==> config.mk <==
export PLATFORM = sky130hd
export DESIGN_NAME = d4_mac
export DESIGN_NICKNAME = d
export VERILOG_FILES = /design/src/d4_pkg.sv /design/src/d4_mac.sv
export SDC_FILE = /design/constraint.sdc
export NUM_CORES = 2
export LEC_CHECK = 0
export BUFFER_PORTS_ARGS = -buffer_cell sky130_fd_sc_hd__buf_4
export CAP_MARGIN = 10
export CORE_UTILIZATION = 50
export CTS_BUF_LIST = sky130_fd_sc_hd__clkbuf_16
export DETAILED_ROUTE_END_ITERATION = 10
export PLACE_DENSITY = 0.72
export SLEW_MARGIN = 10
export SYNTH_ARGS = -nofsm -noshare
export SYNTH_HDL_FRONTEND = slang
export SYNTH_SLANG_ARGS = --single-unit
==> constraint.sdc <==
create_clock -name clk -period 12.25 [get_ports clk]
set_clock_uncertainty 0.2 [all_clocks]
set_input_delay 1.8375 -clock clk [delete_from_list [all_inputs] [get_ports clk]]
set_output_delay 1.8375 -clock clk [all_outputs]
set_load 0.01 [all_outputs]
==> src/d4_pkg.sv <==
// Shared types and constants for the two-dimensional D4 wavelet block.
// Holds the channel beat structs, command and register codes and the tap control struct.
// Depends on nothing; every other file of the block imports it.
package d4_pkg;

  localparam int OUT_W = 24;
  localparam int FIELD_W = 6;
  localparam int IN_SAMPLE_W = 16;
  localparam int COEF_W = 16;
  localparam int LOG2_W = 3;
  localparam int CFG_IDX_W = 3;
  localparam int CFG_DATA_W = 16;

  localparam logic [1:0] CMD_LOAD = 2'd0;
  localparam logic [1:0] CMD_XFORM = 2'd1;
  localparam logic [1:0] CMD_READ = 2'd2;

  localparam logic KIND_DONE = 1'b0;
  localparam logic KIND_READ = 1'b1;

  localparam logic [CFG_IDX_W-1:0] CFG_COEF_0 = 3'd0;
  localparam logic [CFG_IDX_W-1:0] CFG_COEF_1 = 3'd1;
  localparam logic [CFG_IDX_W-1:0] CFG_COEF_2 = 3'd2;
  localparam logic [CFG_IDX_W-1:0] CFG_COEF_3 = 3'd3;
  localparam logic [CFG_IDX_W-1:0] CFG_ROWS_LOG2 = 3'd4;
  localparam logic [CFG_IDX_W-1:0] CFG_COLS_LOG2 = 3'd5;

  typedef struct packed {
    logic [1:0] command;
    logic [FIELD_W-1:0] row;
    logic [FIELD_W-1:0] col;
    logic signed [IN_SAMPLE_W-1:0] sample;
  } in_item_t;

  typedef struct packed {
    logic signed [OUT_W-1:0] value;
    logic kind;
  } out_item_t;

  typedef logic [3:0][COEF_W-1:0] coef_set_t;

  typedef struct packed {
    logic valid;
    logic [1:0] tap;
  } tap_ctrl_t;

endpackage

==> src/d4_mac.sv <==
// Shared multiply, round and accumulate unit for the low-pass and high-pass filters.
// Uses d4_pkg for the tap control struct, the coefficient set and the output width.
module d4_mac import d4_pkg::*; #(
  parameter int ROW_W = 20,
  parameter int FRAC = 14
) (
  input  logic                    clk,
  input  logic                    rst_n,
  input  tap_ctrl_t               ctrl_i,
  input  logic signed [ROW_W-1:0] data_i,
  input  coef_set_t               coefs_i,
  output logic signed [ROW_W-1:0] row_lo_o,
  output logic signed [ROW_W-1:0] row_hi_o,
  output logic signed [OUT_W-1:0] out_lo_o,
  output logic signed [OUT_W-1:0] out_hi_o
);

  localparam int PW = ROW_W + 17;
  localparam int RW = PW + 1 - FRAC;
  localparam int AW = RW + 2;
  localparam logic signed [PW:0] HALF = (PW+1)'(1) <<< (FRAC - 1);

  logic signed [16:0] h_k;
  logic signed [16:0] g_k;
  logic signed [PW-1:0] d_ext;
  logic signed [PW-1:0] prod_h_r;
  logic signed [PW-1:0] prod_g_r;
  tap_ctrl_t s1_r;
  logic signed [PW:0] sum_h;
  logic signed [PW:0] sum_g;
  logic signed [RW-1:0] rnd_h;
  logic signed [RW-1:0] rnd_g;
  logic signed [AW-1:0] acc_h_r;
  logic signed [AW-1:0] acc_g_r;
  logic signed [AW-1:0] acc_h_nxt;
  logic signed [AW-1:0] acc_g_nxt;
  logic [AW-ROW_W:0] top_h;
  logic [AW-ROW_W:0] top_g;

  // High-pass taps are the low-pass taps reversed with alternating sign.
  always_comb begin
    h_k = 17'(signed'(coefs_i[ctrl_i.tap]));
    case (ctrl_i.tap)
      2'd0: g_k = 17'(signed'(coefs_i[3]));
      2'd1: g_k = -17'(signed'(coefs_i[2]));
      2'd2: g_k = 17'(signed'(coefs_i[1]));
      2'd3: g_k = -17'(signed'(coefs_i[0]));
      default: g_k = '0;
    endcase
  end

  assign d_ext = PW'(data_i);

  always_ff @(posedge clk) begin
    prod_h_r <= d_ext * PW'(h_k);
    prod_g_r <= d_ext * PW'(g_k);
  end

  always_ff @(posedge clk) begin
    if (!rst_n) begin
      s1_r <= '0;
    end else begin
      s1_r <= ctrl_i;
    end
  end

  // Round half up: add one half and keep the floor of the shifted sum.
  assign sum_h = (PW+1)'(prod_h_r) + HALF;
  assign sum_g = (PW+1)'(prod_g_r) + HALF;
  assign rnd_h = sum_h[PW:FRAC];
  assign rnd_g = sum_g[PW:FRAC];

  always_comb begin
    acc_h_nxt = acc_h_r;
    acc_g_nxt = acc_g_r;
    if (s1_r.valid) begin
      if (s1_r.tap == 2'd0) begin
        acc_h_nxt = AW'(rnd_h);
        acc_g_nxt = AW'(rnd_g);
      end else begin
        acc_h_nxt = acc_h_r + AW'(rnd_h);
        acc_g_nxt = acc_g_r + AW'(rnd_g);
      end
    end
  end

  always_ff @(posedge clk) begin
    acc_h_r <= acc_h_nxt;
    acc_g_r <= acc_g_nxt;
  end

  assign top_h = acc_h_r[AW-1:ROW_W-1];
  assign top_g = acc_g_r[AW-1:ROW_W-1];

  always_comb begin
    if ((&top_h) || !(|top_h)) begin
      row_lo_o = acc_h_r[ROW_W-1:0];
    end else begin
      row_lo_o = acc_h_r[AW-1] ? {1'b1, {(ROW_W-1){1'b0}}} : {1'b0, {(ROW_W-1){1'b1}}};
    end
    if ((&top_g) || !(|top_g)) begin
      row_hi_o = acc_g_r[ROW_W-1:0];
    end else begin
      row_hi_o = acc_g_r[AW-1] ? {1'b1, {(ROW_W-1){1'b0}}} : {1'b0, {(ROW_W-1){1'b1}}};
    end
  end

  generate
    if (AW > OUT_W) begin : g_out_sat
      logic [AW-OUT_W:0] otop_h;
      logic [AW-OUT_W:0] otop_g;
      assign otop_h = acc_h_r[AW-1:OUT_W-1];
      assign otop_g = acc_g_r[AW-1:OUT_W-1];
      always_comb begin
        if ((&otop_h) || !(|otop_h)) begin
          out_lo_o = acc_h_r[OUT_W-1:0];
        end else begin
          out_lo_o = acc_h_r[AW-1] ? {1'b1, {(OUT_W-1){1'b0}}} : {1'b0, {(OUT_W-1){1'b1}}};
        end
        if ((&otop_g) || !(|otop_g)) begin
          out_hi_o = acc_g_r[OUT_W-1:0];
        end else begin
          out_hi_o = acc_g_r[AW-1] ? {1'b1, {(OUT_W-1){1'b0}}} : {1'b0, {(OUT_W-1){1'b1}}};
        end
      end
    end else begin : g_out_ext
      assign out_lo_o = OUT_W'(acc_h_r);
      assign out_hi_o = OUT_W'(acc_g_r);
    end
  endgenerate

endmodule

# Yosys cells after proc, flatten, opt, wreduce, memory -nomap -nowiden
# Index checks and enable logic that the tools add are counted.
# totals
word_cells	49
reg_bits	128
input_bits	89
output_inout_bits	88
# op_classes
n_mul	2
eq_ne	3
n_lt_le_gt_ge	1
reduce_logical	18
add_sub_neg	6
mux	13
# ops
op	n
$mux W24	4
$mux W20	4
$pmux W17 S4	1
$mux W26	2
$add A37 B15 Y38 const B	1
$add A36 B15 Y37 const B	1
$mul A20 B17 Y37	1
$mul A20 B16 Y36	1
$neg A16 Y17	2
$bmux W16 S2	1
$add A26 B23 Y26	1
$add A26 B24 Y26	1
$mux W16	1
$reduce_and A7 Y1	2
$reduce_or A7 Y1	2
$reduce_and A3 Y1	2
$reduce_or A3 Y1	2
$eq A2 B2 Y1 const B	2
$logic_not A1 Y1	4
$logic_not A2 Y1	2
$logic_or A1 B1 Y1	4
$lt A2 B3 Y1 const B	1
$eq A2 B1 Y1 const B	1

# Depth between registers and ports, before layout
# depth
word_depth	4
mapped_depth	32

# Worst setup path before layout
# No wires, ideal clock.
# synth_path
path_kind	input to register
from	in coefs_i[3] (netlist name)
to	reg prod_g_r[34]
arrival_ns	9.045
stages	28
required_ns	11.978
slack_ns	2.933
setup_ns	0.072
path_cell_list	or4_1 nor4_1 nand2b_1 nor3_1 nand2_1 xor2_1 mux4_2 clkbuf_1 and2_1 fa_1 fa_1 fa_1 fa_1 fa_1 inv_1 fa_1 inv_1 ha_1 a21oi_1 o21bai_1 a21oi_1 nor2b_1 nor2b_1 o21a_1 a2111oi_2 o21bai_1 a21oi_1 xnor2_1
# synth_via
elab_chain_cells	3
# synth_rtl
element	line_no	text
start: declaration	d4_mac.sv:11	input coef_set_t coefs_i,
$neg A16 Y17	d4_mac.sv:47	2'd3: g_k = -17'(signed'(coefs_i[0]));
$pmux W17 S4	d4_mac.sv:43	case (ctrl_i.tap)
$mul A20 B17 Y37	d4_mac.sv:56	prod_g_r <= d_ext * PW'(g_k);
end signal: assignment	d4_mac.sv:56	
end: declaration	d4_mac.sv:27	logic signed [PW-1:0] prod_g_r;
# Every way passes these cells.
# A chain may end at the register's enable or synchronous reset.

# Worst setup path after layout
# Same ends and word-level chain as after synthesis.

==> results.toml <==
[synthesis]
syn_area_per_cell_um2 = 8.91
synth-edff-count = 52
synth-seq-cells = 102
synth_cells = 3560
synth_top_area_cell = "fa_1"
post-synth-top-count-cell = "inv_1"
syn_nets = 4536
synth_top_area_share_pct = 41.6
ys.flop_type = "edfxtp_1"
ys_warn_count = 0
yosysUniqueCellTypes = 64
mappedNetlistArea_um2 = 31700
yosys-top-cells-count = "inv_1, fa_1, nand2_1"
ys_seq_area_share_pct = 8.08
synth_area_leaders = "fa_1, ha_1, inv_1"
async_flop_share_pct = 0

[hold_path]
hold_path.class = "flip-flop to flip-flop"
hold-path-cell-count = 3
holdPathEnd = "acc_g_r[11]$_DFFE_PP_"
worstHoldStart = "prod_g_r[25]$_DFF_P_"

[cells_and_area]
drive_gt1_share_pct = 7.04
register_area_um2 = 2560
multi_input_area_um2 = 25800
n_antenna_cell = 0
fill_cells = 5646
nNetsFinal = 4553
post-route-util_pct = 54.3
area_delta_synth_final_pct = 6.50

[clock_tree]
clock-sinks = 102
cts_setup_buffers = 0
clkLatencyLatePin_ns = 0.36
cts_resized = 0
cts_inserted_buffers = 9
cts_root_buffer = "clkbuf_16"
clk_path_buf_depth = 2
path_clk_slew_ns = 0.07
cts_tree = "yes"
h-tree-depth = 3
postCtsHoldBufs = 0

[die]
fp.dieW_um = 254
io_pins = 177
die_height_um = 254
floorplan.initialDensity_pct = 51.0
die_area_um2 = 64500
rows = 91
core_area_um2 = 62200

[routing]
ant_nets = 0
drt_pass1_iterations = 6
routed_wl_um = 77600
vias = 23800
drt_iter0_drc = 1718
wire_per_inst_um = 17.6
via_per_inst = 5.39
post-route-drc-count = 0

[placement]
hpwlAfterDp_um = 61800
gp_congestion = 0.894
portBuffers = 176

[setup_path]
cp_max_fo = 20
endpoint_kind = "flip-flop"
reg2regPathDepth = 17
r2r_setup_slack_ns = 7.79
r2r_start = "prod_g_r[15]$_DFF_P_"
setup.worst_path.class = "input pin to flip-flop"
cp.required_ns = 12.34
startpoint_type = "input pin"
r2r_end = "acc_g_r[23]$_DFFE_PP_"
arrival_ns = 10.08

[global_route]
track_usage_pct = 25.5
grt_first_pass_wirelength_um = 129000
grt_start_max_net_pins = 60
grt_pass1_vias = 24900
overflow = 0
antenna_found_initial = 3

[timing]
fin_crit_sh_pct = 81.5
drv_slew = 0
rsz0062_at_grt = "no"
max_slew_margin_pct = 28.9
fin_crit_ns = 9.99
setup_viol = 0
hold_violations = 0
max_freq_ghz = 0.100
tns_ns = 0
tightest_slew_ns = 1.06

[outcome]
status = "completed"

[job]
drv_cap = 0
placed cells by master (no fill, tap or decap), types with 4 or more instances in the layout:
cell       Yosys  routed
o21a_1        10      10
and3_1        16      16
or2_2          9       9
a21o_1        43      43
mux4_2        30      30
dfxtp_1       50      49
and2_1       282     282
nor2b_1       12      12
a211o_1        5       5
nand3_1       29      29
nor2_1       112     111
nand4_1       22      22
xor2_1        61      61
xnor2_1      110     110
a21oi_1       91      91
edfxtp_1      52      52
nand2_1      521     521
o21bai_1      22      22
o311ai_0       4       4
buf_4          0     182
inv_1        721     721
a211oi_1      10      10
nand3b_1       4       4
nor3b_1        7       7
nand2b_1      26      26
o211ai_1       6       6
ha_1         228     228
fa_1         659     659
nor3_1        25      23
clkbuf_16      0      10
nor4_1        12      12
or3_1          9       9
a31oi_1       13      13
o21ai_0      135     134
per-stage QoR:
| stage | instance area (um2) | std cells | setup WS (ns) | hold WS (ns) |
|---|---|---|---|---|
| 2_1_floorplan | 31700 | 3560 | 2.93 | 0.442 |
| 3_3_place_gp | 33500 | 4403 | 2.07 | 0.482 |
| 3_5_place_dp | 33500 | 4403 | 1.93 | 0.513 |
| 4_1_cts | 33800 | 4419 | 2.30 | 0.530 |
| 5_1_grt | 33800 | 4419 | 1.81 | 0.580 |
| 6_report | 33800 | 4419 | 2.26 | 0.528 |
cells by family (layout without fill, tap and decap cells):
| family | Yosys count | after routing | share of synthesized area [%] |
|---|---|---|---|
| and+or+nand+nor | 1098 | 1098 | 16.6 |
| buffers and inverters | 897 | 919 | 10.6 |
| adders and majority gates | 887 | 887 | 50.6 |
| AOI/OAI and AO/OA | 372 | 372 | 7.19 |
| xor gates and xnor gates | 171 | 171 | 4.72 |
| DFF | 102 | 102 | 8.08 |
| muxes | 33 | 33 | 2.22 |
routing by layer:
metal / vias to the layer above / routed length, um / GRT usage (%)
met1: 11900 / 34800 / 36.5
met5: - / 21 / 0
met3: 112 / 6250 / 4.14
met4: 4 / 1350 / 5.54
li1: 10900 / - / -
met2: 889 / 35100 / 40.6
critical path, cell delays in order:
cell	delay (ns)
buf_4	0.13
or4_1	0.60
nor4_1	0.39
nand2b_1	0.17
nor3_1	0.35
nand2_1	0.11
xor2_1	0.15
mux4_2	0.69
and2_1	0.28
fa_1	0.56
fa_1	0.44
fa_1	0.52
fa_1	0.43
fa_1	0.49
inv_1	0.05
fa_1	0.47
inv_1	0.04
ha_1	0.36
a211o_1	0.33
a21oi_1	0.11
o21ai_0	0.15
nor2_2	0.21
o211ai_1	0.19
a2111oi_2	0.48
o21bai_1	0.19
a21oi_1	0.20
xnor2_1	0.13
final cells by class:
cell class,instances,area share [%]
clock buffer,10,0.741
timing repair buffer,182,4.04
inverter,721,8.01
tap,837,3.10
multi-input combinational,2561,76.4
sequential,102,7.59
clock inverter,6,0.126
flip-flops by register name (all words and copies together) (netlist names):
signal	cells
acc_g_r	26
acc_h_r	26
prod_g_r	24
prod_h_r	23
s1_r	3
worst max path at each step:
stage / startpoint / to / slack [ns] / depth (start not counted)
after floorplan: coefs_i[3] / prod_g_r[34]$_DFF_P_ / 2.93 / 28
after global placement: coefs_i[3] / prod_g_r[36]$_DFF_P_ / 2.07 / 27
after detailed placement: coefs_i[3] / prod_g_r[34]$_DFF_P_ / 1.93 / 27
after CTS: coefs_i[3] / prod_g_r[34]$_DFF_P_ / 2.30 / 27
after global routing: coefs_i[3] / prod_g_r[36]$_DFF_P_ / 1.81 / 27
final: coefs_i[3] / prod_g_r[34]$_DFF_P_ / 2.26 / 27
Power is not shown: default switching activity piles up to over one toggle a cycle in this logic, so the estimate is an artifact.
